===== src/rtl/core/nlt_pkg.sv =====
`timescale 1ns / 1ps
`default_nettype none
// ---------------------------------------------------------------------------
// nlt_pkg
// Shared types and constants for the neighbor liveness table.
// ---------------------------------------------------------------------------
package nlt_pkg;

    // Table geometry
    localparam int TABLE_DEPTH  = 16;
    localparam int NODE_ID_BITS = 64;
    localparam int IDX_W        = (TABLE_DEPTH > 1) ? $clog2(TABLE_DEPTH) : 1;

    // Port field widths
    localparam int OP_W   = 2;
    localparam int ID_W   = 64;
    localparam int KIND_W = 3;
    localparam int AGE_W  = 8;

    localparam logic [AGE_W-1:0] AGE_MAX       = '1;
    localparam logic [AGE_W-1:0] LIFETIME_INIT = AGE_W'(5);

    typedef logic [NODE_ID_BITS-1:0] t_node;
    typedef logic [IDX_W-1:0]        t_idx;
    typedef logic [AGE_W-1:0]        t_age;

    // Input operation codes
    typedef enum logic [OP_W-1:0] {
        OP_HELLO  = 2'd0,
        OP_TICK   = 2'd1,
        OP_PAUSE  = 2'd2,
        OP_RESUME = 2'd3
    } t_op;

    // Result kinds
    typedef enum logic [KIND_W-1:0] {
        KIND_ADD          = 3'd0,
        KIND_REMOVE       = 3'd1,
        KIND_RECONNECTED  = 3'd2,
        KIND_DISCONNECTED = 3'd3,
        KIND_ADVERTISE    = 3'd4,
        KIND_FULL         = 3'd5
    } t_kind;

    // Sequencer states
    typedef enum logic [2:0] {
        ST_IDLE,
        ST_HSCAN,
        ST_HDONE,
        ST_ADD,
        ST_TSCAN,
        ST_FLUSH
    } t_state;

endpackage : nlt_pkg
`default_nettype wire


===== src/rtl/core/nlt_if.sv =====
`timescale 1ns / 1ps
`default_nettype none
// ---------------------------------------------------------------------------
// nlt_if
// Valid/ready channels of the neighbor liveness table: input items, result
// items and the lifetime configuration write.
// ---------------------------------------------------------------------------
interface nlt_in_if;
    logic                          valid;
    logic                          ready;
    logic [nlt_pkg::OP_W-1:0]      operation;
    logic [nlt_pkg::ID_W-1:0]      neighbor_id;

    modport source (output valid, operation, neighbor_id, input ready);
    modport sink   (input valid, operation, neighbor_id, output ready);
endinterface : nlt_in_if

interface nlt_out_if;
    logic                          valid;
    logic                          ready;
    logic [nlt_pkg::KIND_W-1:0]    kind;
    logic [nlt_pkg::ID_W-1:0]      link_node_id;
    logic                          last;

    modport source (output valid, kind, link_node_id, last, input ready);
    modport sink   (input valid, kind, link_node_id, last, output ready);
endinterface : nlt_out_if

interface nlt_cfg_if;
    logic                          valid;
    logic                          ready;
    logic [nlt_pkg::AGE_W-1:0]     data;

    modport source (output valid, data, input ready);
    modport sink   (input valid, data, output ready);
endinterface : nlt_cfg_if
`default_nettype wire


===== src/rtl/core/neighbor_liveness_table.sv =====
`timescale 1ns / 1ps
`default_nettype none
// ---------------------------------------------------------------------------
// neighbor_liveness_table
// Neighbor id table with per-entry tick ages; reports link adds, removals,
// reconnect/disconnect, advertisements and full-table rejects.
// ---------------------------------------------------------------------------
//  channel  | dir | payload                          | transfer when
//  i_in     | in  | operation, neighbor_id           | valid & ready
//  o_out    | out | kind, link_node_id, last         | valid & ready
//  i_cfg    | in  | lifetime_ticks (data)            | valid & ready (always ready)
//
//  A hello scans all TABLE_DEPTH entries one per cycle, then decides in
//  ST_HDONE: a known id only has its age cleared, an insert or a full table
//  ends in ST_FLUSH, and reconnected comes first through ST_ADD. A connected
//  tick sweeps the entries one per cycle unless a removal stalls; a
//  disconnected report goes out through ST_FLUSH; pause, resume and silent
//  ticks are handled in idle. The single entry compare/age unit sets the rate. Input ready is high only while idle.
//  A removal stalls the sweep while the output register is still held.
//  Reset (synchronous) clears valid bits, flags and lifetime to 5.
// ---------------------------------------------------------------------------
module neighbor_liveness_table (
    input  wire       i_clk,
    input  wire       i_rst_n,
    nlt_in_if.sink    i_in,
    nlt_out_if.source o_out,
    nlt_cfg_if.sink   i_cfg
);

    // Table storage
    logic [nlt_pkg::TABLE_DEPTH-1:0] r_valid, n_valid;
    nlt_pkg::t_node                  r_node [nlt_pkg::TABLE_DEPTH];
    nlt_pkg::t_age                   r_age  [nlt_pkg::TABLE_DEPTH];

    // Control state
    nlt_pkg::t_state r_state, n_state;
    nlt_pkg::t_idx   r_idx, n_idx;
    nlt_pkg::t_age   r_lifetime;
    logic            r_disc, n_disc;
    logic            r_paused, n_paused;

    // Hello scan results
    nlt_pkg::t_node  r_id, n_id;
    logic            r_hit_v, n_hit_v;
    nlt_pkg::t_idx   r_hit_idx, n_hit_idx;
    logic            r_free_v, n_free_v;
    nlt_pkg::t_idx   r_free_idx, n_free_idx;

    // Pending result (held until its successor, or the end, is known)
    logic            r_pend_v, n_pend_v;
    nlt_pkg::t_kind  r_pend_kind, n_pend_kind;
    nlt_pkg::t_node  r_pend_id, n_pend_id;

    // Output register
    logic            r_out_v, n_out_v;
    nlt_pkg::t_kind  r_out_kind, n_out_kind;
    nlt_pkg::t_node  r_out_id, n_out_id;
    logic            r_out_last, n_out_last;

    // Entry write controls
    logic            age_we;
    nlt_pkg::t_idx   age_widx;
    nlt_pkg::t_age   age_wdata;
    logic            node_we;

    // Shared entry unit: one entry read per cycle
    logic            out_free;
    logic            last_idx;
    nlt_pkg::t_age   age_inc;
    logic            expire;
    logic            id_match;
    logic [nlt_pkg::TABLE_DEPTH-1:0] idx_mask;

    assign out_free = !r_out_v || o_out.ready;
    assign last_idx = (r_idx == nlt_pkg::IDX_W'(nlt_pkg::TABLE_DEPTH - 1));
    assign age_inc  = (r_age[r_idx] == nlt_pkg::AGE_MAX) ? nlt_pkg::AGE_MAX
                                                         : r_age[r_idx] + 1'b1;
    assign expire   = (age_inc > r_lifetime);
    assign id_match = (r_node[r_idx] == r_id);
    assign idx_mask = nlt_pkg::TABLE_DEPTH'(1) << r_idx;

    assign i_in.ready         = (r_state == nlt_pkg::ST_IDLE);
    assign i_cfg.ready        = 1'b1;
    assign o_out.valid        = r_out_v;
    assign o_out.kind         = r_out_kind;
    assign o_out.link_node_id = nlt_pkg::ID_W'(r_out_id);
    assign o_out.last         = r_out_last;

    // Next state and outputs
    always_comb begin
        n_state     = r_state;
        n_idx       = r_idx;
        n_valid     = r_valid;
        n_disc      = r_disc;
        n_paused    = r_paused;
        n_id        = r_id;
        n_hit_v     = r_hit_v;
        n_hit_idx   = r_hit_idx;
        n_free_v    = r_free_v;
        n_free_idx  = r_free_idx;
        n_pend_v    = r_pend_v;
        n_pend_kind = r_pend_kind;
        n_pend_id   = r_pend_id;
        n_out_v     = r_out_v && !o_out.ready;
        n_out_kind  = r_out_kind;
        n_out_id    = r_out_id;
        n_out_last  = r_out_last;
        age_we      = 1'b0;
        age_widx    = r_idx;
        age_wdata   = age_inc;
        node_we     = 1'b0;

        unique case (r_state)
            nlt_pkg::ST_IDLE: begin
                if (i_in.valid) begin
                    n_idx = '0;
                    unique case (nlt_pkg::t_op'(i_in.operation))
                        nlt_pkg::OP_HELLO: begin
                            n_id     = nlt_pkg::NODE_ID_BITS'(i_in.neighbor_id);
                            n_hit_v  = 1'b0;
                            n_free_v = 1'b0;
                            n_state  = nlt_pkg::ST_HSCAN;
                        end
                        nlt_pkg::OP_TICK: begin
                            n_pend_id = '0;
                            if (!r_disc) begin
                                n_pend_v    = 1'b1;
                                n_pend_kind = nlt_pkg::KIND_ADVERTISE;
                                n_state     = nlt_pkg::ST_TSCAN;
                            end else if (!r_paused) begin
                                n_pend_v    = 1'b1;
                                n_pend_kind = nlt_pkg::KIND_DISCONNECTED;
                                n_state     = nlt_pkg::ST_FLUSH;
                            end
                        end
                        nlt_pkg::OP_PAUSE:  n_paused = 1'b1;
                        nlt_pkg::OP_RESUME: n_paused = 1'b0;
                        default: ;
                    endcase
                end
            end

            // Hello lookup: match and first free slot, one entry a cycle
            nlt_pkg::ST_HSCAN: begin
                if (r_valid[r_idx]) begin
                    if (!r_hit_v && id_match) begin
                        n_hit_v   = 1'b1;
                        n_hit_idx = r_idx;
                    end
                end else if (!r_free_v) begin
                    n_free_v   = 1'b1;
                    n_free_idx = r_idx;
                end
                n_idx = r_idx + 1'b1;
                if (last_idx) begin
                    n_state = nlt_pkg::ST_HDONE;
                end
            end

            nlt_pkg::ST_HDONE: begin
                n_pend_id = r_id;
                if (r_hit_v) begin
                    age_we    = 1'b1;
                    age_widx  = r_hit_idx;
                    age_wdata = '0;
                    n_state   = nlt_pkg::ST_IDLE;
                end else if (!r_free_v) begin
                    n_pend_v    = 1'b1;
                    n_pend_kind = nlt_pkg::KIND_FULL;
                    n_state     = nlt_pkg::ST_FLUSH;
                end else begin
                    age_we    = 1'b1;
                    age_widx  = r_free_idx;
                    age_wdata = '0;
                    node_we   = 1'b1;
                    n_valid   = r_valid | (nlt_pkg::TABLE_DEPTH'(1) << r_free_idx);
                    n_disc    = 1'b0;
                    n_pend_v  = 1'b1;
                    if (r_valid == '0) begin
                        n_pend_kind = nlt_pkg::KIND_RECONNECTED;
                        n_pend_id   = '0;
                        n_state     = nlt_pkg::ST_ADD;
                    end else begin
                        n_pend_kind = nlt_pkg::KIND_ADD;
                        n_state     = nlt_pkg::ST_FLUSH;
                    end
                end
            end

            // Push reconnected, then hold the new link as the final result
            nlt_pkg::ST_ADD: begin
                if (out_free) begin
                    n_out_v     = 1'b1;
                    n_out_kind  = r_pend_kind;
                    n_out_id    = r_pend_id;
                    n_out_last  = 1'b0;
                    n_pend_kind = nlt_pkg::KIND_ADD;
                    n_pend_id   = r_id;
                    n_state     = nlt_pkg::ST_FLUSH;
                end
            end

            // Tick sweep: age each valid entry, remove expired ones
            nlt_pkg::ST_TSCAN: begin
                if (r_valid[r_idx] && expire) begin
                    if (out_free) begin
                        n_out_v     = 1'b1;
                        n_out_kind  = r_pend_kind;
                        n_out_id    = r_pend_id;
                        n_out_last  = 1'b0;
                        n_pend_kind = nlt_pkg::KIND_REMOVE;
                        n_pend_id   = r_node[r_idx];
                        n_valid     = r_valid & ~idx_mask;
                        if ((r_valid & ~idx_mask) == '0) begin
                            n_disc = 1'b1;
                        end
                        n_idx = r_idx + 1'b1;
                        if (last_idx) begin
                            n_state = nlt_pkg::ST_FLUSH;
                        end
                    end
                end else begin
                    age_we = r_valid[r_idx];
                    n_idx  = r_idx + 1'b1;
                    if (last_idx) begin
                        n_state = nlt_pkg::ST_FLUSH;
                    end
                end
            end

            // Final result of the item
            nlt_pkg::ST_FLUSH: begin
                if (out_free) begin
                    n_out_v    = 1'b1;
                    n_out_kind = r_pend_kind;
                    n_out_id   = r_pend_id;
                    n_out_last = 1'b1;
                    n_pend_v   = 1'b0;
                    n_state    = nlt_pkg::ST_IDLE;
                end
            end

            default: n_state = nlt_pkg::ST_IDLE;
        endcase
    end

    // State register
    always_ff @(posedge i_clk) begin
        if (!i_rst_n) begin
            r_state    <= nlt_pkg::ST_IDLE;
            r_valid    <= '0;
            r_disc     <= 1'b0;
            r_paused   <= 1'b0;
            r_pend_v   <= 1'b0;
            r_out_v    <= 1'b0;
            r_lifetime <= nlt_pkg::LIFETIME_INIT;
        end else begin
            r_state  <= n_state;
            r_valid  <= n_valid;
            r_disc   <= n_disc;
            r_paused <= n_paused;
            r_pend_v <= n_pend_v;
            r_out_v  <= n_out_v;
            if (i_cfg.valid) begin
                r_lifetime <= i_cfg.data;
            end
        end
    end

    // Payload and scan registers
    always_ff @(posedge i_clk) begin
        r_idx       <= n_idx;
        r_id        <= n_id;
        r_hit_v     <= n_hit_v;
        r_hit_idx   <= n_hit_idx;
        r_free_v    <= n_free_v;
        r_free_idx  <= n_free_idx;
        r_pend_kind <= n_pend_kind;
        r_pend_id   <= n_pend_id;
        r_out_kind  <= n_out_kind;
        r_out_id    <= n_out_id;
        r_out_last  <= n_out_last;
    end

    // Entry arrays
    always_ff @(posedge i_clk) begin
        if (age_we) begin
            r_age[age_widx] <= age_wdata;
        end
        if (node_we) begin
            r_node[r_free_idx] <= r_id;
        end
    end

endmodule : neighbor_liveness_table
`default_nettype wire


===== src/flat_wrapper.sv =====
// flat-port wrapper written by rule: the top's interface ports become plain ports
module neighbor_liveness_table_flat 
  (i_clk, i_rst_n, i_in_valid, i_in_operation, i_in_neighbor_id, i_in_ready, o_out_valid, o_out_kind, o_out_link_node_id, o_out_last, o_out_ready, i_cfg_valid, i_cfg_data, i_cfg_ready);
  nlt_in_if i_in_i ();
  nlt_out_if o_out_i ();
  nlt_cfg_if i_cfg_i ();
  input  wire i_clk;
  input  wire i_rst_n;
  input wire logic [$bits(i_in_i.valid)-1:0] i_in_valid;
  input wire logic [$bits(i_in_i.operation)-1:0] i_in_operation;
  input wire logic [$bits(i_in_i.neighbor_id)-1:0] i_in_neighbor_id;
  output wire logic [$bits(i_in_i.ready)-1:0] i_in_ready;
  output wire logic [$bits(o_out_i.valid)-1:0] o_out_valid;
  output wire logic [$bits(o_out_i.kind)-1:0] o_out_kind;
  output wire logic [$bits(o_out_i.link_node_id)-1:0] o_out_link_node_id;
  output wire logic [$bits(o_out_i.last)-1:0] o_out_last;
  input wire logic [$bits(o_out_i.ready)-1:0] o_out_ready;
  input wire logic [$bits(i_cfg_i.valid)-1:0] i_cfg_valid;
  input wire logic [$bits(i_cfg_i.data)-1:0] i_cfg_data;
  output wire logic [$bits(i_cfg_i.ready)-1:0] i_cfg_ready;
  assign i_in_i.valid = i_in_valid;
  assign i_in_i.operation = i_in_operation;
  assign i_in_i.neighbor_id = i_in_neighbor_id;
  assign i_in_ready = i_in_i.ready;
  assign o_out_valid = o_out_i.valid;
  assign o_out_kind = o_out_i.kind;
  assign o_out_link_node_id = o_out_i.link_node_id;
  assign o_out_last = o_out_i.last;
  assign o_out_i.ready = o_out_ready;
  assign i_cfg_i.valid = i_cfg_valid;
  assign i_cfg_i.data = i_cfg_data;
  assign i_cfg_ready = i_cfg_i.ready;
  neighbor_liveness_table u_core (.i_clk(i_clk), .i_rst_n(i_rst_n), .i_in(i_in_i), .o_out(o_out_i), .i_cfg(i_cfg_i));
endmodule

===== config.mk =====
export PLATFORM = sky130hd
export DESIGN_NAME = neighbor_liveness_table_flat
export DESIGN_NICKNAME = d
export VERILOG_FILES = /design/src/rtl/core/nlt_pkg.sv /design/src/rtl/core/nlt_if.sv /design/src/rtl/core/neighbor_liveness_table.sv /design/src/flat_wrapper.sv
export SDC_FILE = /design/constraint.sdc
export NUM_CORES = 1
export LEC_CHECK = 0
export ABC_CLOCK_PERIOD_IN_PS = 9800
export BUFFER_PORTS_ARGS = -buffer_cell sky130_fd_sc_hd__buf_4
export CAP_MARGIN = 20
export CELL_PAD_IN_SITES_DETAIL_PLACEMENT = 1
export CELL_PAD_IN_SITES_GLOBAL_PLACEMENT = 1
export CORE_MARGIN = 2
export CORE_UTILIZATION = 35
export DETAILED_ROUTE_END_ITERATION = 7
export PLACE_DENSITY_LB_ADDON = 0.1
export SLEW_MARGIN = 20
export SYNTH_ARGS = -nofsm -noshare
export SYNTH_HDL_FRONTEND = slang
export SYNTH_SLANG_ARGS = --single-unit

===== constraint.sdc =====
create_clock -name i_clk -period 9.8 [get_ports i_clk]
set_input_delay 0.49 -clock i_clk [delete_from_list [all_inputs] [get_ports i_clk]]
set_output_delay 0.49 -clock i_clk [all_outputs]
set_load 0.02 [all_outputs]

# Word level (Yosys, flattened, before mapping)
# Memory sizes are Yosys's and may differ from the RTL's. A register that Yosys moved wholly into a read port is not among the register bits.
# Cells that the tools add are included.
# W data, S select, Z words.
dict set report totals {
  register_bits 243
  mem_bits_rw 1152
  inputBits 79
  out_inout_bits 71
  word_cells 181
  n_memories 2
}
dict set report op_classes {
  add_sub_neg 2
  order_cmp 2
  eq_ne 29
  shifts 2
  mux 90
  bitwise_logic 4
  reduce_logical 33
}
# memory words width rd rd_ports_with_merged_regs wr line
set mem_list {}
lappend mem_list {u_core.r_node 16 64 1 1 1 neighbor_liveness_table.sv:32} ;# nlt_pkg::t_node r_node [nlt_pkg::TABLE_DEPTH];
lappend mem_list {u_core.r_age 16 8 1 1 1 neighbor_liveness_table.sv:33} ;# nlt_pkg::t_age r_age [nlt_pkg::TABLE_DEPTH];
# operator count
set op_table {}
lappend op_table {{$mux W64} 10}
lappend op_table {{$pmux W64 S4} 1}
lappend op_table {{$pmux W64 S2} 1}
lappend op_table {{$mux W3} 22}
lappend op_table {{$eq A64 B64 Y1} 1}
lappend op_table {{$mux W16} 4}
lappend op_table {{$logic_not A16 Y1} 2}
lappend op_table {{$mux W4} 8}
lappend op_table {{$mux W8} 4}
lappend op_table {{$pmux W16 S2} 1}
lappend op_table {{$shl A1 B4 Y16 const A} 2}
lappend op_table {{$mux W1} 25}
lappend op_table {{$ne A2 B1 Y1 const B} 11}
lappend op_table {{$pmux W3 S6} 1}
lappend op_table {{$and A16 B16 Y16} 1}
lappend op_table {{$not A16 Y16} 1}
lappend op_table {{$or A16 B16 Y16} 1}
lappend op_table {{$reduce_and A3 Y1} 5}
lappend op_table {{$pmux W1 S2} 6}
lappend op_table {{$pmux W3 S2} 2}
lappend op_table {{$pmux W3 S4} 1}
lappend op_table {{$pmux W4 S3} 1}
lappend op_table {{$reduce_and A6 Y1} 2}
lappend op_table {{$reduce_and A5 Y1} 2}
lappend op_table {{33 further kinds} 47}

# Longest topological paths before layout
# Gate-level depths: netlist of the first run.
dict set report logic_depth {
  word_depth 8
  depth_mapped 21
  mapped_depth_nobuf 17
}

# Worst setup path before layout of the first run
# No wires, ideal clock.
dict set report synth_path {
  path_type {register to register}
  from {reg (tool-made name)}
  to {reg u_core.r_pend_kind[0], enable pin}
  setup_time_ns 0.314
  arrival_ns 7.628
  required_ns 9.486
  setup_slack_ns 1.858
  stages_incl_launch_ff 21
  path_buffers 3
  period_less_slack_ns 7.942
  cell_sequence {dfxtp_1 -> buf_6 -> buf_8 -> buf_4 -> mux4_2 -> mux4_2 -> ha_1 -> and2_1 -> nand3_1 -> nor2_1 -> nand2_1 -> nand2b_1 -> ha_1 -> nor2b_1 -> o21a_1 -> o21a_1 -> o21bai_1 -> a2111oi_2 -> nand2_1 -> a21oi_1 -> and3_1}
}
# element line
set synth_rtl {}
lappend synth_rtl {{to (signal assigned)} neighbor_liveness_table.sv:278} ;# r_pend_kind <= n_pend_kind;
lappend synth_rtl {{to (decl)} neighbor_liveness_table.sv:51} ;# nlt_pkg::t_kind r_pend_kind, n_pend_kind;

==> results of run 1 <==
## logic make-up after synthesis
family	count (synthesis)	share of synthesized area (%)
mux	435	14.13
xor+xnor	59	0.9270
buf+inv	185	1.933
compound gates	330	4.235
simple gates	427	3.681
flops	1399	74.75
fa+ha+maj	15	0.3367
other cells	1	0.006727
## through the flow
step	cells	hold WS, ns
after floorplan	2851	0.4003
after global placement	5002	0.4030
after detailed placement	5003	0.4056
after CTS	5363	0.004877
after global routing	5364	0.06995
final	5364	0.07011
## where the power goes
group | internal, mW | switching (mW)
combinational | 1.72 | 2.77
clock | 3.30 | 2.40
sequential | 7.02 | 0.293
total | 12.0 | 5.46
## how the worst min path moves through the flow
stage | from | end | slack, ns
floorplan | u_core.r_pend_kind[0] | u_core.o_out.kind[0] | 0.40
finish | i_cfg_valid | u_core.r_lifetime[3] | 0.07
CTS | i_cfg_valid | u_core.r_lifetime[3] | 0.005
global route | i_rst_n | u_core.o_out.valid | 0.07
global placement | u_core.r_pend_kind[2] | u_core.o_out.kind[2] | 0.40
detailed placement | u_core.r_pend_kind[0] | u_core.o_out.kind[0] | 0.41
## worst max-delay path, cell delays in order (launching register included)
cell	delay, ns
dfxtp_4	0.70
buf_4	0.72
mux4_2	0.61
mux4_2	0.50
nand2_1	0.11
nor2_1	0.07
nand2_1	0.28
nand2b_1	0.14
ha_1	0.31
nor2b_1	0.14
o21a_1	0.16
o21a_1	0.16
o21bai_1	0.23
a21oi_1	0.19
o32ai_1	0.71
nand3_1	0.46
nor2_1	0.68
## area by class of cell
class	instances	area, µm²
Fill cell	15068	93170
Multi-Input combinational cell	1267	13150
Antenna cell	1	2.502
Clock inverter	96	914.6
Timing Repair Buffer	301	2500
Tap cell	2072	2592
Inverter	42	165.2
Clock buffer	186	4016
Sequential cell	1399	41690
## routing by layer
| layer | part of all wire, % | wire length [µm] | global-route usage, % | up-vias |
|---|---|---|---|---|
| li1 | - | - | - | 12351 |
| met3 | 4.2 | 6977 | 3.062 | 217 |
| met1 | 45 | 73910 | 28.30 | 15751 |
| met4 | 2.4 | 3928 | 5.703 | 2 |
| met2 | 49 | 80650 | 33.63 | 714 |
| met5 | 0.012 | 20 | 0 | - |
## synth_stat cells (8+ instances only)
master | number | area, µm²
a31oi_1 | 20 | 125.1
mux4_1 | 32 | 840.8
o21ai_0 | 57 | 285.3
and2_1 | 14 | 87.58
nor3_1 | 28 | 140.1
mux4_2 | 237 | 5338
nor2_1 | 96 | 360.4
inv_1 | 38 | 142.6
a21oi_1 | 50 | 250.2
o211ai_1 | 12 | 90.09
buf_6 | 12 | 135.1
xnor2_1 | 45 | 394.1
a22o_1 | 39 | 341.6
edfxtp_1 | 1365 | 40990
and3_1 | 13 | 81.33
mux2i_1 | 138 | 1381
a221oi_1 | 11 | 96.34
clkbuf_1 | 50 | 187.7
o22ai_1 | 20 | 125.1
nor4_1 | 15 | 93.84
nand2b_1 | 23 | 143.9
buf_4 | 28 | 210.2
xor2_1 | 14 | 122.6
nand3_1 | 30 | 150.1
nand2_1 | 142 | 533.0
mux2_2 | 28 | 315.3
dfxtp_1 | 34 | 680.7
nor2b_1 | 20 | 125.1
a211oi_1 | 9 | 67.56
ha_1 | 15 | 187.7
nand4_1 | 15 | 93.84
buf_2 | 41 | 205.2
a32o_1 | 8 | 80.08
a22oi_1 | 39 | 292.8
## registers in the layout, summed over array words and instances (netlist names), named ones only
name and flops:
u_core.r_pend_id 64, u_core.r_state 3, u_core.r_age 128, u_core.o_out.last 1
u_core.r_hit_idx 4, u_core.o_out.valid 1, u_core.r_pend_kind 3, u_core.r_id 64
u_core.r_free_idx 4, u_core.r_node 1024, u_core.r_disc 1, u_core.r_valid 16
u_core.r_hit_v 1, u_core.r_lifetime 8, u_core.o_out.link_node_id 64, u_core.r_idx 4
u_core.r_free_v 1, u_core.r_paused 1, u_core.o_out.kind 3
==> qor.csv, run 1 <==
metric,value,unit
status,"complete, no violations",
finalCritPeriodShare,67.15,%
synth_ff_type,edfxtp_1,
crit_path_end_kind,register,
arrival,6.99,ns
tightest_slew,1.090,ns
post_cts_buffers,0,
cts_hold_buf,78,
ctsRootBufferMaster,clkbuf_16,
max-vdd-ir-drop,0.0002055,V
clk_pin_slew,0.06,ns
finalSetupViolCount,0,
syn_to_final_growth,16.66,%
fmax,152.0,MHz
cts_tree,yes,
cts_buffers,155,
endpoint,u_core.r_age[12][2],
rrSetupSlack,3.22,ns
power,17.50,mW
critPathKind,reg -> reg,
clk_latency,0.81,ns
synth-seq-cells,1399,
synthArstFlopShare,0,%
htree_levels,4,
tns,0,ns
min_period,6.581,ns
placed_area,59300,µm²
die_y,403.1,µm
drtAntennaViolNets,0,
die_x,403.1,µm
wirelength,165500,µm
required,10.21,ns
ios,150,
syn-num-nets,2945,
max-cap-violations,0,
wl_per_cell,30.85,µm
core_area,158200,µm²
hp-class,in -> reg,
dieArea,162500,µm²
vias,29035,
rsz0062_at_grt,no,
fin_ws,3.219,ns
final_cell_area,65030,µm²
ys_types,80,
ys_seq_area_share,74.75,%
viasPerCell,5.413,
drt_pass1_iterations,5,
place_ws,3.178,ns
drcViolationCount,0,
fin_nets,3260,
ctsResizeCount,0,
gp_congestion,0.8141,
grt_antenna_before_repair,8,
final_common_cell,edfxtp_1,
first_global_vias,31030,
avgSynthCellArea,19.55,µm²
grt_max_degree,107,
rows,146,
first_iter_violations,2527,
holdPathStages,3,
initial_core_util,35.24,%
portBuffers,148,
slew_headroom,27.22,%
mostFrequentLayoutCells,"edfxtp_1, mux4_2, buf_4",
yosys_warnings,0,
final_util,41.11,%
track_usage,20.43,%
start_kind,register,
r2r_end,u_core.r_age[12][2],
synth_edf_count,1365,
hold_viol,0,
slew_violations,0,
total_leakage_power,20.94,nW
powerDensity,269.1,nW/µm²
grt_pass1_wl,235100,µm
drive_gt1_share,22.76,%
cts.path.max_buffers,3,
cp_max_fo,37,
clock-sinks,1399,
place_hpwl,95870,µm
grt.overflow.total,0,
skew,0.03327,ns
r2r_cells,16,
synth_area,55740,µm²
syn_inst,2851,
No activity file was read; power rests on OpenSTA's default activity.
==> run 2: changes to the inputs <==
Settings changed: ABC_CLOCK_PERIOD_IN_PS 9800 to 5700.
Clock period 9.8 ns to 5.7 ns, I/O delays scaled along.
==> run 2 against run 1 <==
Effect of this change:
- via count grew 1.1%
- wire length shrank 0.79%
- setup slack lost 2.9 ns
- critical path depth shrank 5
- combinational power grew 76%
- design area grew 1.4%
- critical endpoint is now u_core.r_hit_v
- largest power group unchanged
- highest routed layer is now met4
==> qor.csv, run 2 (synthesis results as in run 1) <==
metric,value,unit
fmax,185.9,MHz
gp_congestion,0.7793,
grt.overflow.total,0,
min_period,5.378,ns
drt_pass1_iterations,5,
skew,0.02474,ns
wl_per_cell,30.25,µm
status,"complete, no violations",
tightest_slew,1.118,ns
die_x,403.1,µm
dieArea,162500,µm²
place_hpwl,94610,µm
viasPerCell,5.405,
hold_viol,0,
dp.cells,5048,
top_register,u_core.r_node,
hp-class,in -> reg,
total_leakage_power,21.34,nW
powerDensity,461.9,nW/µm²
track_usage,20.26,%
max-vdd-ir-drop,0.0003644,V
slew_headroom,25.50,%
ctsRootBufferMaster,clkbuf_16,
rsz0062_at_grt,no,
slowest_delay,0.64,ns
first_iter_violations,2593,
place_ws,0.2850,ns
initial_core_util,35.24,%
clk_latency,0.80,ns
clk_pin_slew,0.06,ns
wirelength,164200,µm
timing.hold.ws,0.1320,ns
cts_buffers,158,
grt_antenna_before_repair,4,
crit_path_frequent_cell,buf_12,
grt_max_degree,105,
vias,29341,
top_regs,"u_core.r_node: 1024 flops, u_core.r_age: 128 flops",
mostFrequentLayoutCells,"edfxtp_1, buf_4, mux4_2",
finalSetupViolCount,0,
fin_ws,0.3220,ns
ios,150,
max-cap-violations,0,
finalCritPeriodShare,94.35,%
cts_tree,yes,
required,6.15,ns
htree_levels,4,
cpLargestDelayFamily,buffers and inverters,
syn_to_final_growth,18.26,%
crit_path_end_kind,register,
drtAntennaViolNets,0,
cpMaxStageDelayCell,dfxtp_4,
path_cells,buf_12 > buf_12 > mux4_2 > mux2i_1 > mux2_2 > nor3b_1 > buf_4 > a2111o_1 > nor4_2 > nand4_1 > o21ai_1,
start_kind,register,
largest_reg_flops,1024,
drive_gt1_share,23.87,%
core_area,158200,µm²
post_cts_buffers,0,
first_global_vias,31580,
fin_nets,3318,
clock-sinks,1399,
critPathKind,reg -> reg,
rows,146,
cp_max_fo,91,
final_common_cell,edfxtp_1,
drcViolationCount,0,
grt_pass1_wl,235700,µm
tns,0,ns
portBuffers,148,
cts.path.max_buffers,3,
die_y,403.1,µm
slew_violations,0,
critPathBufInv,3,
final_cells,5428,
arrival,5.83,ns
-- run 2: cell count changes in the layout (fill, tap and decap cells not counted), sizes merged, moves of 6 or more --
cell and delta:
buf +45, clkbuf +14, clkinv -6, dlygate4sd3 +10
-- run 2: cell type report --
class                   instances  area [µm²]
clock buffers                 200        4133
multi-input cells            1267       13200
inverters                      42       165.2
repair buffers                356        3193
fillers                     14968       92270
diodes                          1       2.502
well taps                    2072        2592
flip-flops and latches       1399       41690
clock inverters                91       952.2
-- run 2: tightest hold or removal path, delay by kind of cell --
kind | cells | cell delay, ns
AOI/OAI and AO/OA | 2 | 0.33
and+or+nand+nor | 2 | 0.16
buffers and inverters | 1 | 0.11
-- run 2: per-stage QoR --
step	utilization, %	total power, mW	instance area (µm²)
detailed placement	37.89	20.69	59950
global placement	37.89	20.59	59950
CTS	41.67	30.84	65910
global route	41.67	31.68	65920
finish	41.67	30.45	65920
floorplan	-	17.75	55800
-- run 2: per-layer routing --
metal  global-route usage, %  part of all wire (%)  up-vias
met5                       0                     0        -
met4                   4.751                   1.8        0
met3                   2.944                   3.9      197
met2                   33.66                    49      686
met1                   28.19                    45    15964
li1                        -                     -    12494
-- run 2: power breakdown --
group          total (mW)  internal, mW  switching [mW]
Combinational        7.91          3.08            4.83
Clock                10.0          5.77            4.26
Sequential           12.5          12.1           0.449
Total                30.4          20.9            9.53
-- run 2: final timing paths --
kind              cells past startpoint  slack, ns                 start                            end
setup / recovery                     11       0.32              register                 u_core.r_hit_v
hold / removal                        5       0.13            i_in_valid                       register
setup reg to reg                     11       0.32              register                 u_core.r_hit_v
hold reg to reg                       0       0.42  u_core.r_pend_id[34]  u_core.o_out.link_node_id[34]
-- run 2: what timing repair did --
| item | 4_1_cts | 5_1_grt |
|---|---|---|
| gates resized for setup | 0 | 0 |
| endpoints found under the setup margin | 0 | 0 |
| endpoints found under the hold margin | 93 | 0 |
| hold buffers | 88 | 0 |
==> run 3: changes to the inputs <==
Settings changed: GPL_TIMING_DRIVEN set to 0.
==> run 3 against run 2 <==
Effect of this change:
- utilization rose by 1.6 points
- clock skew rose by 0.0098 ns
- non-clock buffer count rose by 153
- highest routed layer unchanged
- first-iteration DRC count rose by 27%
- register-to-register slack got worse by 0.21 ns
- critical endpoint unchanged
==> qor.csv, run 3 (synthesis results as in run 1) <==
metric,value,unit
max-cap-violations,0,
wl_per_cell,35.48,µm
path_cells,buf_4 > buf_6 > buf_4 > clkinv_1 > buf_2 > buf_2 > a21oi_1 > xnor2_1 > nor4_1 > nand4_1 > o21ai_1,
max-vdd-ir-drop,0.0003561,V
core_area,158200,µm²
hold_end,u_core.r_lifetime[5],
fin_ws,0.1100,ns
syn_to_final_growth,22.81,%
power_switching,10.79,mW
grt_antenna_before_repair,9,
holdCritStartpoint,i_cfg_valid,
grt.overflow.total,0,
fin_nets,3472,
first_iter_violations,3296,
finalCritPeriodShare,98.07,%
r2r_cells,11,
ctsRootBufferMaster,clkbuf_16,
slew_headroom,19.58,%
rsz0062_at_grt,no,
start_kind,register,
total_leakage_power,22.40,nW
critPathKind,reg -> reg,
required,6.17,ns
wirelength,198100,µm
drcViolationCount,0,
fill_cells,14861,
timing.hold.ws,0.05961,ns
fmax,178.9,MHz
arrival,6.06,ns
ios,150,
skew,0.03453,ns
drive_gt1_share,27.19,%
grt_max_degree,41,
htree_levels,4,
tightest_slew,1.206,ns
die_y,403.1,µm
holdPathStages,3,
vias,31164,
hp-class,in -> reg,
first_global_vias,32566,
hold_viol,0,
die_x,403.1,µm
slew_violations,0,
rrSetupSlack,0.11,ns
place_ws,-1.709,ns
min_period,5.590,ns
p_int,21.28,mW
seqPwrFrac,38.4,%
p_clk_share,31.4,%
cp_max_fo,10,
portBuffers,147,
powerDensity,468.5,nW/µm²
critPathBufInv,6,
finalSetupViolCount,0,
drt_pass1_iterations,5,
viasPerCell,5.583,
cts_tree,yes,
final_common_cell,edfxtp_1,
mostFrequentLayoutCells,"edfxtp_1, mux4_2, buf_4",
swShare,33.65,%
initial_core_util,35.24,%
status,"complete, no violations",
power,32.07,mW
grt_pass1_wl,271100,µm
dieArea,162500,µm²
clk_pin_slew,0.05,ns
cpLargestDelayFamily,buffers and inverters,
slowest_delay,0.97,ns
clk_latency,0.82,ns
cts.path.max_buffers,3,
top_register,u_core.r_node,
tns,0,ns
seqCellArea,41670,µm²
p_comb_share,30.2,%
place_hpwl,135200,µm
top_regs,"u_core.r_node: 1024 flops, u_core.r_age: 128 flops",
crit_path_end_kind,register,
multi_input_area,13400,µm²
rows,146,
drtAntennaViolNets,0,
cts_buffers,158,
r2r_end,u_core.r_hit_v,
gp_congestion,0.8582,
cpMaxStageDelayCell,nor4_1,
largest_reg_flops,1024,
clock-sinks,1399,
track_usage,24.44,%
run 3: changes by cell type in the layout (fill, tap and decap cells not counted), sizes merged:
cell / delta
clkbuf: +56
dlygate4sd3: -8
bufinv: -1
buf: +110
and2: +1
clkinv: -9
inv: +2
clkinvlp: +3
run 3: power groups by stage:
stage / registers, mW / clock network, mW / logic (mW)
global route: 12.3 / 10.6 / 10.1
finish: 12.3 / 10.1 / 9.69
detailed placement: 12.5 / 0 / 9.39
global placement: 12.5 / 0 / 9.05
floorplan: 12.5 / 0 / 5.28
CTS: 12.3 / 10.3 / 9.63
run 3: what timing repair did:
action | CTS | global route
hold buffers | 80 | 0
setup endpoints to repair | 292 | 281
cloned | 1 | 0
hold endpoints to repair | 75 | 0
resized for setup | 57 | 19
buffers inserted | 31 | 5
pin swaps | 20 | 1
run 3: metal layers:
layer	part of all wire (%)	global-route usage [%]
met2	49	40.38
met3	5.7	3.628
met5	0	0
met4	3.0	7.451
met1	43	33.47
run 3: cell type report:
cell class	count	share of cell area [%]
timing repair buffer	371	6.550
antenna	1	0.003655
multi-input combinational	1268	19.57
inverter	42	0.2504
sequential	1399	60.87
clock buffer	205	6.095
clock inverter	86	1.323
tap	2072	3.787
buffer	138	1.548
run 3: worst max-delay path by stage:
stage,start,endpoint,slack [ns],depth (start not counted)
floorplan,register,u_core.r_pend_kind[0],0.04,20
global placement,u_core.r_state[1],u_core.r_valid[8],-4.62,8
detailed placement,register,u_core.r_age[0][4],-1.71,22
CTS,register,u_core.r_hit_v,0.02,13
global route,register,u_core.r_pend_id[56],0.03,23
finish,register,u_core.r_hit_v,0.11,11
run 3: stage by stage:
stage,cells,instance area (µm²),utilization [%]
4_1_cts,5576,68330,43.19
5_1_grt,5581,68460,43.27
6_report,5582,68460,43.27
3_3_place_gp,5070,59490,37.61
2_1_floorplan,2851,55800,-
3_5_place_dp,5177,61830,39.08
run 3: tightest hold or removal path, delay by kind of cell:
family	cells	cell delay (ns)
buffers and inverters	1	0.26
AND/OR/NAND/NOR	1	0.07
multiplexers	1	0.19
